[config.mk]
export PLATFORM = sky130hd
export DESIGN_NAME = button_click_hold_detector
export DESIGN_NICKNAME = d
export VERILOG_FILES = /design/src/rtl/bchd_pkg.sv /design/src/rtl/button_click_hold_detector.sv /design/src/rtl/bchd_hold_pick.sv
export SDC_FILE = /design/constraint.sdc
export NUM_CORES = 1
export LEC_CHECK = 0
export ABC_AREA = 1
export BUFFER_PORTS_ARGS = -buffer_cell sky130_fd_sc_hd__buf_2
export CORE_UTILIZATION = 50
export CTS_BUF_LIST = sky130_fd_sc_hd__clkbuf_4 sky130_fd_sc_hd__clkbuf_8
export DETAILED_ROUTE_END_ITERATION = 7
export PLACE_DENSITY = 0.67
export SLEW_MARGIN = 20
export SYNTH_ARGS = -nofsm -noshare
export SYNTH_HDL_FRONTEND = slang
export SYNTH_SLANG_ARGS = --single-unit
[constraint.sdc]
create_clock -name i_clk -period 10.2 [get_ports i_clk]
set_clock_uncertainty 0.1 [all_clocks]
set_input_delay 1.02 -clock i_clk [delete_from_list [all_inputs] [get_ports i_clk]]
set_output_delay 1.02 -clock i_clk [all_outputs]
set_load 0.01 [all_outputs]
[src/rtl/bchd_pkg.sv]
`default_nettype none
package bchd_pkg;

    localparam int HOLD_SLOTS = 4;
    localparam int DUR_W      = 24;
    localparam int TIMER_W    = 16;
    localparam int HCOUNT_W   = 3;
    localparam int REG_IDX_W  = 3;
    localparam int APB_ADDR_W = REG_IDX_W + 2;
    localparam int APB_DATA_W = 32;

    typedef logic [DUR_W-1:0]   t_dur;
    typedef logic [TIMER_W-1:0] t_timer;

    localparam t_dur DUR_MAX = {DUR_W{1'b1}};

    // event codes carried in event_res
    localparam logic [1:0] EV_NONE  = 2'd0;
    localparam logic [1:0] EV_CLICK = 2'd1;
    localparam logic [1:0] EV_HOLD  = 2'd2;

    // pin levels (active low)
    localparam logic LVL_PRESSED  = 1'b0;
    localparam logic LVL_RELEASED = 1'b1;

    // register indexes
    localparam logic [REG_IDX_W-1:0] REG_SAMPLE_PERIOD = 3'd0;
    localparam logic [REG_IDX_W-1:0] REG_DEBOUNCE      = 3'd1;
    localparam logic [REG_IDX_W-1:0] REG_HOLD_WAIT     = 3'd2;
    localparam logic [REG_IDX_W-1:0] REG_HOLD_COUNT    = 3'd3;
    localparam logic [REG_IDX_W-1:0] REG_THRESH_0      = 3'd4;
    localparam logic [REG_IDX_W-1:0] REG_THRESH_1      = 3'd5;
    localparam logic [REG_IDX_W-1:0] REG_THRESH_2      = 3'd6;
    localparam logic [REG_IDX_W-1:0] REG_THRESH_3      = 3'd7;

    typedef enum logic [2:0] {
        PH_IDLE      = 3'd0,
        PH_DEBOUNCE  = 3'd1,
        PH_PRESSED   = 3'd2,
        PH_WAIT_HOLD = 3'd3,
        PH_HOLD      = 3'd4
    } t_phase;

    typedef struct packed {
        logic pin_level;
        logic blocked;
    } t_in_item;

    typedef struct packed {
        logic [1:0] event_res;
        logic [1:0] hold_index;
    } t_out_item;

    typedef struct packed {
        logic       found;
        logic [1:0] index;
    } t_hold_pick;

endpackage
`default_nettype wire

[src/rtl/button_click_hold_detector.sv]
`default_nettype none
// Button click/hold detector, one item per millisecond tick.
// An accepted item's result is registered; it waits in the skid register if the output stalls.
// Throughput: one item per cycle while the skid register is empty; the whole tick update sits
// between the state and result registers, and a skid register keeps input open for one stalled result.
// Reset (i_rst_n low, synchronous): idle phase, timers and duration cleared, level released,
// registers to their defaults, result and skid registers empty.
module button_click_hold_detector import bchd_pkg::*; (
    input  var logic                  i_clk,
    input  var logic                  i_rst_n,
    // input channel
    input  var logic                  i_in_valid,
    output logic                      o_in_ready,
    input  var t_in_item              i_in_data,
    // result channel
    output logic                      o_out_valid,
    input  var logic                  i_out_ready,
    output t_out_item                 o_out_data,
    // configuration port
    input  var logic                  psel,
    input  var logic                  penable,
    input  var logic                  pwrite,
    input  var logic [APB_ADDR_W-1:0] paddr,
    input  var logic [APB_DATA_W-1:0] pwdata,
    output logic [APB_DATA_W-1:0]     prdata,
    output logic                      pready
);

    // ---------------------------------------------------------------
    // Configuration registers
    // ---------------------------------------------------------------
    t_timer                r_sample_period;
    t_timer                r_debounce;
    t_timer                r_hold_wait;
    logic [HCOUNT_W-1:0]   r_hold_count;
    t_dur [HOLD_SLOTS-1:0] r_thresh;

    logic                 cfg_wr;
    logic [REG_IDX_W-1:0] cfg_idx;

    assign pready  = 1'b1;
    assign cfg_wr  = psel && penable && pwrite;
    assign cfg_idx = paddr[APB_ADDR_W-1:2];

    always_ff @(posedge i_clk) begin
        if (!i_rst_n) begin
            r_sample_period <= TIMER_W'(20);
            r_debounce      <= TIMER_W'(50);
            r_hold_wait     <= TIMER_W'(1000);
            r_hold_count    <= '0;
            r_thresh        <= '0;
        end else if (cfg_wr) begin
            case (cfg_idx)
                REG_SAMPLE_PERIOD: r_sample_period <= pwdata[TIMER_W-1:0];
                REG_DEBOUNCE:      r_debounce      <= pwdata[TIMER_W-1:0];
                REG_HOLD_WAIT:     r_hold_wait     <= pwdata[TIMER_W-1:0];
                REG_HOLD_COUNT:    r_hold_count    <= pwdata[HCOUNT_W-1:0];
                REG_THRESH_0:      r_thresh[0]     <= pwdata[DUR_W-1:0];
                REG_THRESH_1:      r_thresh[1]     <= pwdata[DUR_W-1:0];
                REG_THRESH_2:      r_thresh[2]     <= pwdata[DUR_W-1:0];
                REG_THRESH_3:      r_thresh[3]     <= pwdata[DUR_W-1:0];
                default: ;
            endcase
        end
    end

    // read back, zero-extended
    always_comb begin
        case (cfg_idx)
            REG_SAMPLE_PERIOD: prdata = APB_DATA_W'(r_sample_period);
            REG_DEBOUNCE:      prdata = APB_DATA_W'(r_debounce);
            REG_HOLD_WAIT:     prdata = APB_DATA_W'(r_hold_wait);
            REG_HOLD_COUNT:    prdata = APB_DATA_W'(r_hold_count);
            REG_THRESH_0:      prdata = APB_DATA_W'(r_thresh[0]);
            REG_THRESH_1:      prdata = APB_DATA_W'(r_thresh[1]);
            REG_THRESH_2:      prdata = APB_DATA_W'(r_thresh[2]);
            REG_THRESH_3:      prdata = APB_DATA_W'(r_thresh[3]);
            default:           prdata = '0;
        endcase
    end

    // ---------------------------------------------------------------
    // Handshake: result register plus one skid entry
    // ---------------------------------------------------------------
    logic      r_out_valid, n_out_valid;
    t_out_item r_out_data,  n_out_data;
    logic      r_skid_valid, n_skid_valid;
    t_out_item r_skid_data,  n_skid_data;
    logic      in_acc;
    t_out_item result;

    assign o_in_ready = !r_skid_valid;
    assign in_acc     = i_in_valid && o_in_ready;

    // ---------------------------------------------------------------
    // Tick state
    // ---------------------------------------------------------------
    t_phase r_phase,  n_phase;
    t_timer r_phase_cnt,  n_phase_cnt;
    t_timer r_sample_cnt, n_sample_cnt;
    logic   r_level,  n_level;
    t_dur   r_dur,    n_dur;

    t_dur       dur_inc;
    t_timer     phase_dec;
    t_timer     sample_dec;
    logic       level_now;
    logic       elapsed;
    t_hold_pick pick;

    // duration advances on every tick, blocked or not, and saturates
    assign dur_inc    = (r_dur != DUR_MAX) ? r_dur + DUR_W'(1) : r_dur;
    assign phase_dec  = (r_phase_cnt != '0)  ? r_phase_cnt - TIMER_W'(1)  : '0;
    assign sample_dec = (r_sample_cnt != '0) ? r_sample_cnt - TIMER_W'(1) : '0;
    // sample the pin when the sample countdown runs out
    assign level_now  = (sample_dec == '0) ? i_in_data.pin_level : r_level;
    assign elapsed    = (phase_dec == '0);

    bchd_hold_pick u_hold_pick (
        .i_dur        (dur_inc),
        .i_hold_count (r_hold_count),
        .i_thresh     (r_thresh),
        .o_pick       (pick)
    );

    // next state of the phase machine and its timers
    always_comb begin
        n_dur        = dur_inc;
        n_phase      = r_phase;
        n_phase_cnt  = r_phase_cnt;
        n_sample_cnt = r_sample_cnt;
        n_level      = r_level;
        if (!i_in_data.blocked) begin
            n_phase_cnt  = phase_dec;
            n_sample_cnt = (sample_dec == '0) ? r_sample_period : sample_dec;
            n_level      = level_now;
            case (r_phase)
                PH_DEBOUNCE: begin
                    if (elapsed) begin
                        if (level_now == LVL_PRESSED) begin
                            n_phase     = PH_PRESSED;
                            n_phase_cnt = r_debounce;
                        end else begin
                            n_phase = PH_IDLE;
                        end
                    end
                end
                PH_PRESSED: begin
                    // release counts only once the countdown has run out
                    if (elapsed) begin
                        if (level_now == LVL_RELEASED) begin
                            n_phase = PH_IDLE;
                        end else begin
                            n_phase     = PH_WAIT_HOLD;
                            n_phase_cnt = r_hold_wait;
                        end
                    end
                end
                PH_WAIT_HOLD: begin
                    if (level_now == LVL_RELEASED) begin
                        n_phase = PH_IDLE;
                    end else if (elapsed) begin
                        n_phase = PH_HOLD;
                    end
                end
                PH_HOLD: begin
                    if (level_now == LVL_RELEASED) begin
                        n_phase = PH_IDLE;
                    end
                end
                default: begin
                    // idle, and any stray code behaves as idle
                    n_phase = PH_IDLE;
                    if (level_now == LVL_PRESSED) begin
                        n_dur       = '0;
                        n_phase     = PH_DEBOUNCE;
                        n_phase_cnt = r_debounce;
                    end
                end
            endcase
        end
    end

    // result of this tick
    always_comb begin
        result = '{event_res: EV_NONE, hold_index: 2'd0};
        if (!i_in_data.blocked) begin
            case (r_phase)
                PH_PRESSED: begin
                    if (elapsed && (level_now == LVL_RELEASED)) begin
                        result.event_res = EV_CLICK;
                    end
                end
                PH_WAIT_HOLD: begin
                    if (level_now == LVL_RELEASED) begin
                        result.event_res = EV_CLICK;
                    end
                end
                PH_HOLD: begin
                    if ((level_now == LVL_RELEASED) && pick.found) begin
                        result.event_res  = EV_HOLD;
                        result.hold_index = pick.index;
                    end
                end
                default: ;
            endcase
        end
    end

    always_ff @(posedge i_clk) begin
        if (!i_rst_n) begin
            r_phase      <= PH_IDLE;
            r_phase_cnt  <= '0;
            r_sample_cnt <= '0;
            r_level      <= LVL_RELEASED;
            r_dur        <= '0;
        end else if (in_acc) begin
            r_phase      <= n_phase;
            r_phase_cnt  <= n_phase_cnt;
            r_sample_cnt <= n_sample_cnt;
            r_level      <= n_level;
            r_dur        <= n_dur;
        end
    end

    // ---------------------------------------------------------------
    // Output staging: refill the result register from skid first
    // ---------------------------------------------------------------
    always_comb begin
        n_out_valid  = r_out_valid;
        n_out_data   = r_out_data;
        n_skid_valid = r_skid_valid;
        n_skid_data  = r_skid_data;
        if (!r_out_valid || i_out_ready) begin
            if (r_skid_valid) begin
                n_out_valid  = 1'b1;
                n_out_data   = r_skid_data;
                n_skid_valid = 1'b0;
            end else begin
                n_out_valid = in_acc;
                n_out_data  = result;
            end
        end else if (in_acc) begin
            // result register stalled: park the new item
            n_skid_valid = 1'b1;
            n_skid_data  = result;
        end
    end

    always_ff @(posedge i_clk) begin
        if (!i_rst_n) begin
            r_out_valid  <= 1'b0;
            r_skid_valid <= 1'b0;
        end else begin
            r_out_valid  <= n_out_valid;
            r_skid_valid <= n_skid_valid;
        end
        r_out_data  <= n_out_data;
        r_skid_data <= n_skid_data;
    end

    assign o_out_valid = r_out_valid;
    assign o_out_data  = r_out_data;

    // ---------------------------------------------------------------
    // Assertions
    // ---------------------------------------------------------------
    a_skid_behind_out: assert property (@(posedge i_clk) disable iff (!i_rst_n)
        r_skid_valid |-> r_out_valid)
        else $error("skid entry held while result register empty");

    a_blocked_freezes: assert property (@(posedge i_clk) disable iff (!i_rst_n)
        (in_acc && i_in_data.blocked) |=>
            (r_phase == $past(r_phase)) && (r_phase_cnt == $past(r_phase_cnt)))
        else $error("blocked tick moved the phase machine");

    a_idle_exit: assert property (@(posedge i_clk) disable iff (!i_rst_n)
        (in_acc && (r_phase == PH_IDLE)) |=> (r_phase == PH_IDLE || r_phase == PH_DEBOUNCE))
        else $error("idle left for a phase other than debounce");

    a_no_item_no_step: assert property (@(posedge i_clk) disable iff (!i_rst_n)
        !in_acc |=> $stable(r_phase) && $stable(r_dur))
        else $error("state advanced without an accepted item");

    a_hold_event_src: assert property (@(posedge i_clk) disable iff (!i_rst_n)
        (in_acc && (result.event_res == EV_HOLD)) |-> (r_phase == PH_HOLD))
        else $error("hold event outside hold phase");

endmodule
`default_nettype wire

[src/rtl/bchd_hold_pick.sv]
`default_nettype none
module bchd_hold_pick import bchd_pkg::*; (
    input  var t_dur                  i_dur,
    input  var logic [HCOUNT_W-1:0]   i_hold_count,
    input  var t_dur [HOLD_SLOTS-1:0] i_thresh,
    output t_hold_pick                o_pick
);

    logic [HCOUNT_W-1:0] enabled;
    t_dur                best;

    // largest enabled threshold not above the duration, lowest index on ties
    always_comb begin
        enabled = (i_hold_count > HCOUNT_W'(HOLD_SLOTS)) ? HCOUNT_W'(HOLD_SLOTS)
                                                         : i_hold_count;
        best   = '0;
        o_pick = '0;
        for (int i = 0; i < HOLD_SLOTS; i++) begin
            if ((HCOUNT_W'(i) < enabled) && (i_thresh[i] <= i_dur)
                    && (!o_pick.found || (i_thresh[i] > best))) begin
                best         = i_thresh[i];
                o_pick.found = 1'b1;
                o_pick.index = 2'(i);
            end
        end
    end

endmodule
`default_nettype wire

==> summary.md, run 1 <==
| Metric | Value |
|---|---|
| Setup WS post-layout | `around 560 ps` |
| P per Cell Area | `roughly 130 mW/mm^2` |
| Die Span X | `between 150 and 200 um` |
| Drt wl/cell | `19.3 um` |
| Initial antenna violation count | `1` |
| Pwr Total | `0.00229 W` |
| Global-route wire length before repair | `around 82000 um` |
| CP max FO | `8` |
| Layout Nets | `approximately 2600` |
| Most frequent CP cell | `nand2_1` |
| Synthesized area | `0.0155 mm^2` |
| Lkg Pwr | `roughly 8.1 nW` |
| FF+latch count, synth | `~220` |
| Gr usage total | `0.338` |
| Worst path required time | `10550 ps` |
| Routed wire length | `54100 um` |
| Hold Path Class | `register to register` |
| Cell variety after synth | `56` |
| Final instance area | `approximately 0.017 mm^2` |
| Synth warn | `0` |
| CTS Buf Count | `40` |
| Final min period | `a little under 10000 ps` |
| DP Area | `0.0162 mm^2` |
| Rows | `64` |
| Mean Syn Cell Area | `roughly 6.7 um^2` |
| Layout cells sized above 1 | `0.118` |
| Routed Antenna Nets | `0` |
| Pre-antenna DRT Iters | `5` |
| Most common cell after layout, fill and taps aside | `nand2_1` |
| Most frequent cells in the layout | `456 x nand2_1, 278 x nor2_1, 239 x inv_1` |
| Final hold violation count | `0` |
| Sink Count | `217` |
| Worst EP arrival | `about 10000 ps` |
| Vias | `~16000` |
| Seq/Total Area, Yosys | `0.285` |
| Final TNS setup | `0 ps` |
| CP Capture Type | `register` |
| Peak supply drop | `0.000107 V` |
| Hold-fix buffer count after cts | `0` |
| Max Slew Vio Count | `0` |
| Fmax achieved | `approximately 100 MHz` |
| Global route overflow | `0` |
| Initial core utilization | `0.508` |
| Met2 Track Usage GR | `0.583` |
| GRT Max-Usage Layer | `met2` |
| Final Setup Violations | `0` |
| Chip Height | `178 um` |
| Max Root-Sink Buffers | `3` |
| Main synth FF type | `dfxtp_1` |
| MaxCap Viol Count | `0` |
| Final RePlAce weighted congestion | `0.971` |
| Place WS | `-47.7 ps` |
| Via density | `between 5 and 6` |
| Core box area | `roughly 0.031 mm^2` |
| CP max-delay cell | `or3_4` |
| Iter 0 DRT Violations | `approximately 1400` |
| Post-synth ARST share | `0` |
| EDFF count, synth | `8` |
| CP startpoint kind | `register` |
| Vias in the first global route | `about 15000` |
| Slew headroom | `0.386` |
| Htree depth | `2` |
| Worst-path clk slew | `about 60 ps` |
| Status | `completed` |
| Met3 GRT Util | `0.0465` |
| Post-Synthesis Cells | `2310` |
| Post-DP HPWL | `~39000 um` |
| Skew-Pair Late Insertion Delay | `590 ps` |
| Worst setup path category | `register to register` |
| Clock root buffer | `clkbuf_8` |
| Port Buffers | `65` |
| Met1 Usage GRT | `0.410` |
| Final Cycle Share | `0.945` |
| Worst-margin pin slew | `921 ps` |
| CP peak stage delay | `420 ps` |
| Residual DRC | `0` |
| Largest net degree at the start of global routing | `between 100 and 150` |
| P&R area growth vs syn | `11.7%` |
| CTS tree | `built` |
| Num ports | `85` |
| Die area | `0.0318 mm^2` |
| Filler instances | `3044` |
==> per-layer routing <==
metal  vias to the layer above  wire [um]
met5                         -          0
met4                         0       2640
met3                       148       3720
met2                       705      25800
met1                      7613      21900
li1                       7938          -
==> registers in the layout (all words and copies together) (netlist names), 16 cells and up <==
| name | cells |
|---|---|
| r_thresh | 96 |
| r_hold_wait | 16 |
| r_sample_period | 16 |
| r_phase_cnt | 16 |
| r_sample_cnt | 16 |
| r_dur | 24 |
| r_debounce | 16 |
==> synthesized netlist by cell type, drive strengths merged, types with 2 or more instances <==
cell type	count	area (um^2)
nand3b	4	30.0
o211ai	20	150
o22ai	19	119
clkbuf	73	275
nor3	33	196
conb	2	7.51
nand2	475	1830
nor2	293	1130
a22oi	11	82.6
o2111ai	12	105
a22o	2	17.5
edfxtp	8	240
o221ai	5	43.8
clkinv	4	15.0
a31oi	10	62.6
xnor2	8	70.1
a211oi	12	90.1
a21o	3	22.5
a21oi	205	1040
a221oi	16	140
dfxtp	209	4180
buf	29	211
o21ai	263	1390
nand4	46	288
inv	245	920
a21boi	2	15.0
a32o	2	20.0
or2	7	43.8
nand3	95	500
o21a	4	30.0
o21bai	10	75.1
ha	158	1980
xor2	16	140
nor4	5	31.3
==> power breakdown <==
part           switching [W]  total [W]  internal [W]  leakage, nW
combinational       0.000311   0.000469      0.000158         5.88
sequential         0.0000272   0.000904      0.000877         1.78
clock               0.000400   0.000921      0.000521        0.460
==> area by class of cell <==
cell class,count,area [um^2],area share
flip-flops and latches,217,4430,0.255
well taps,396,495,0.0286
clock inverters,10,119,0.00685
repair buffers,118,759,0.0438
diodes,1,2.50,0.000144
repair inverters,1,6.26,0.000361
multi-input cells,1749,9840,0.568
inverters,249,942,0.0543
clock buffers,61,746,0.0430
==> worst max-delay path, delay by kind of cell (launching register included) <==
kind	cells	cell delay, ps
AOI/OAI and AO/OA	7	940
xor gates and xnor gates	1	200
DFF	1	360
adders and majority gates	5	1470
and+or+nand+nor	40	5110
buffers and inverters	11	1320
==> metrics by stage <==
stage | util | cells | hold slack, ps
4_1_cts | 0.559 | 2788 | 369
6_report | 0.567 | 2802 | 367
2_1_floorplan | - | 2317 | 339
5_1_grt | 0.567 | 2801 | 393
3_3_place_gp | 0.531 | 2717 | 353
3_5_place_dp | 0.531 | 2717 | 360
==> path summary, 6_finish.rpt <==
| check | cells past startpoint | endpoint | from | slack [ps] |
|---|---|---|---|---|
| min | 2 | r_sample_cnt[0] | r_sample_cnt[0] | 370 |
| max reg2reg | 64 | o_out_data[0] | r_dur[0] | 560 |
| min reg2reg | 2 | r_sample_cnt[0] | r_sample_cnt[0] | 370 |
| max | 64 | o_out_data[0] | r_dur[0] | 560 |
==> cell families after synthesis <==
group / share of synthesized area
AND/OR/NAND/NOR: 0.261
AO/OA/AOI/OAI: 0.221
buffers and inverters: 0.0915
XOR/XNOR: 0.0135
adder cells (fa/ha/maj): 0.127
other: 0.000484
flip-flops: 0.285
==> repair_timing <==
action / in CTS / in global routing
gates cloned: 0 / 2
pin swaps: 0 / 11
resized for setup: 1 / 30
setup buffers: 0 / 11
endpoints found under the setup margin: 2 / 4
Note: power is estimated with default switching activity, not from simulation.
==> run 2, diff against run 1 <==
--- a/config.mk
+++ b/config.mk
@@ -9,9 +9,11 @@
 export BUFFER_PORTS_ARGS = -buffer_cell sky130_fd_sc_hd__buf_2
 export CORE_UTILIZATION = 50
 export CTS_BUF_LIST = sky130_fd_sc_hd__clkbuf_4 sky130_fd_sc_hd__clkbuf_8
+export CTS_CLUSTER_SIZE = 24
 export DETAILED_ROUTE_END_ITERATION = 7
 export PLACE_DENSITY = 0.67
 export SLEW_MARGIN = 20
 export SYNTH_ARGS = -nofsm -noshare
 export SYNTH_HDL_FRONTEND = slang
+export SYNTH_HIERARCHICAL = 1
 export SYNTH_SLANG_ARGS = --single-unit
==> summary.md, run 2 <==
| Metric | Value |
|---|---|
| Final Cycle Share | `0.926 (-0.0193)` |
| Leading cell type by number of instances after synthesis | `nand2_1` |
| Final instance area | `0.0178 mm^2 (+2.8%)` |
| EDFF count, synth | `8 (unchanged)` |
| Global route overflow | `0 (unchanged)` |
| Filler instances | `3214 (+5.6%)` |
| Num ports | `85 (unchanged)` |
| Top reg by flops | `r_thresh` |
| Hold Path Class | `register to register` |
| Most frequent CP cell | `nand2_1` |
| Die area | `0.0334 mm^2 (+5.0%)` |
| P&R area growth vs syn | `9.30%` |
| Max Slew Vio Count | `0 (unchanged)` |
| CP Capture Type | `register` |
| Residual DRC | `0 (unchanged)` |
| Peak supply drop | `0.000117 V (+8.9%)` |
| Xor and xnor fraction of the mapped netlist area | `0.0102 (-0.00334)` |
| P per Cell Area | `133 mW/mm^2 (+0.46%)` |
| Multi-input gate area | `0.0106 mm^2 (+7.2%)` |
| Proportion of synthesized area in mux cells | `0 (unchanged)` |
| Skew-Pair Late Insertion Delay | `580 ps (about the same)` |
| Main combinational cell family by area after synthesis | `simple AND/OR/NAND/NOR gates` |
| Met3 GRT Util | `0.0589 (+0.0124)` |
| # placed instances | `2909 (+7.1%)` |
| Pre-antenna DRT Iters | `6 (+1)` |
| Most common cell after layout, fill and taps aside | `nand2_1` |
| Synth Area in Simple Gates | `0.333 (+0.0713)` |
| Synth warn | `6 (+6)` |
| CP startpoint kind | `register` |
| CTS Buf Count | `40 (unchanged)` |
| Htree depth | `2 (unchanged)` |
| Routed wire length | `54400 um (+0.50%)` |
| Routed Antenna Nets | `0 (unchanged)` |
| Clock root buffer | `clkbuf_8` |
| Initial antenna violation count | `0 (-1)` |
| Worst-path clk slew | `60 ps (about the same)` |
| Area leader, netlist | `dfxtp_1` |
| Max reg flops | `96 (unchanged)` |
| Layout cells sized above 1 | `0.0993 (-0.0184)` |
| Synthesized area | `0.0163 mm^2 (+5.1%)` |
| Vias | `17000 (+3.8%)` |
| Main synth FF type | `dfxtp_1` |
| Seq/Total Area, Yosys | `0.271 (-0.0137)` |
| Top post-synthesis cells by count | `522 x nand2_1, 392 x nor2_1, 242 x inv_1` |
| Synth top area cells | `dfxtp_1 26%, ha_1 13%, nand2_1 12%` |
| Worst path required time | `10530 ps (-20 ps)` |
| Final std cells w/o fill | `2983 (+6.5%)` |
| MaxCap Viol Count | `0 (unchanged)` |
| Final min period | `9440 ps (-197 ps)` |
| Post-DP HPWL | `40000 um (+1.6%)` |
| CTS tree | `built` |
| Mean Syn Cell Area | `6.59 um^2 (-2.0%)` |
| Gr usage total | `0.326 (-0.0116)` |
| Final Setup Violations | `0 (unchanged)` |
| Via density | `5.71 (-2.5%)` |
| Worst-margin pin slew | `1120 ps (+201 ps)` |
| Diode count | `0 (-1)` |
| Top cell type's share of synthesized area | `0.256 (-0.0130)` |
| CP peak stage delay | `450 ps (+30 ps)` |
| Register area | `0.00442 mm^2 (about the same)` |
| CP max FO | `25 (+17)` |
| Status | `completed` |
| Post-Synthesis Cells | `2477 (+7.2%)` |
| Sink Count | `217 (unchanged)` |
| Most frequent cells in the layout | `521 x nand2_1, 388 x nor2_1, 240 x inv_1` |
| CP max-delay cell | `xor2_1` |
| Largest net degree at the start of global routing | `123 (+17%)` |
| Drt wl/cell | `18.2 um (-5.6%)` |
| Post-synth ARST share | `0 (unchanged)` |
| Final hold violation count | `0 (unchanged)` |
| Met1 Usage GRT | `0.469 (+0.0585)` |
| Port Buffers | `65 (unchanged)` |
| FF+latch count, synth | `217 (unchanged)` |
| GRT Max-Usage Layer | `met2` |
| Pwr Total | `0.00237 W (+3.3%)` |
| Vias in the first global route | `15600 (+3.8%)` |
| Final RePlAce weighted congestion | `0.949 (-2.3%)` |
| Synthesized-area fraction occupied by adder cells | `0.132 (+0.00462)` |
| Rows | `65 (+1.6%)` |
| Die Span X | `183 um (+2.5%)` |
| Hold-fix buffer count after cts | `0 (unchanged)` |
| Core box area | `0.0318 mm^2 (+4.0%)` |
| Top Registers | `r_thresh: 96 flops, r_dur: 24 flops` |
| Initial core utilization | `0.513 (+0.00536)` |
| Iter 0 DRT Violations | `1650 (+20%)` |
| Worst EP arrival | `9770 ps (-230 ps)` |
| DP Area | `0.0169 mm^2 (+4.0%)` |
| Worst setup path category | `register to register` |
| Cell variety after synth | `54 (-3.6%)` |
| Lkg Pwr | `8.19 nW (+0.84%)` |
| Max Root-Sink Buffers | `3 (unchanged)` |
| Post-synthesis compound-gate area fraction | `0.164 (-0.0571)` |
| Chip Height | `183 um (+2.5%)` |
| Met2 Track Usage GR | `0.492 (-0.0908)` |
| Slew headroom | `0.251 (-0.135)` |
| Layout Nets | `2737 (+6.1%)` |
| Fmax achieved | `106 MHz (+2.1%)` |
| Global-route wire length before repair | `85400 um (+3.5%)` |
run 2: cell types whose count changed after synthesis, moves of 11 or more:
cell / delta
o211ai_1: -12
nand3_2: +11
ha_1: +14
nor2_2: +11
nand4_1: -17
nand2_1: +64
nor2_1: +107
and2_1: +24
o21ai_2: -18
a21oi_1: -24
nand3b_1: +20
o21ai_1: -18
nand3_1: +51
run 2: worst paths after layout:
path                                      start               to  slack (ps)  cells after the start
worst min-delay path            r_sample_cnt[0]  r_sample_cnt[0]         370                      2
worst min register to register  r_sample_cnt[0]  r_sample_cnt[0]         370                      2
worst max-delay path                   r_dur[0]    o_out_data[1]         760                     61
worst max register to register         r_dur[0]    o_out_data[1]         760                     61
run 2: layout make-up:
type                            count  share of cell area
Sequential cell                   217               0.248
Tap cell                          435              0.0305
Clock inverter                      9             0.00372
Clock buffer                       62              0.0436
Timing Repair Buffer               89              0.0285
Multi-Input combinational cell   1917               0.592
Inverter                          254              0.0538
run 2: critical path, delay by kind of cell, from the launching register on:
| kind | cells | cell delay (ps) |
|---|---|---|
| simple gates | 46 | 5710 |
| xor+xnor | 1 | 450 |
| flops | 1 | 340 |
| fa+ha+maj | 5 | 1430 |
| compound gates | 2 | 360 |
| buf+inv | 7 | 860 |
run 2: per-stage QoR:
stage	hold WS (ps)	setup slack, ps	util	setup TNS, ps
floorplan	345	2610	-	0
finish	375	755	0.561	0
global placement	355	724	0.531	0
detailed placement	363	548	0.531	0
CTS	372	472	0.557	0
global route	385	-47.4	0.561	-75.3
run 2: repair_timing:
| item | CTS | global route |
|---|---|---|
| gates resized for setup | 0 | 14 |
| setup buffers | 0 | 3 |
| endpoints found under the hold margin | 0 | 0 |
| setup endpoints to repair | 0 | 4 |
run 2: metal layers:
layer / vias up / share of wire / wire length [um]
li1: 8292 / - / -
met1: 7927 / 0.46 / 24900
met2: 722 / 0.42 / 22900
met3: 88 / 0.094 / 5140
met4: 0 / 0.028 / 1500
met5: - / 0 / 0
run 2: cell families after synthesis:
group	Yosys count
simple gates	1231
compound gates	486
buf+inv	350
flops	217
fa+ha+maj	172
xor+xnor	19
other cells	2
run 2: power by group:
group	internal [W]	total, W	switching, W
logic	0.000172	0.000563	0.000391
clock network	0.000491	0.000897	0.000406
registers	0.000879	0.000910	0.0000312
total	0.00154	0.00237	0.000827
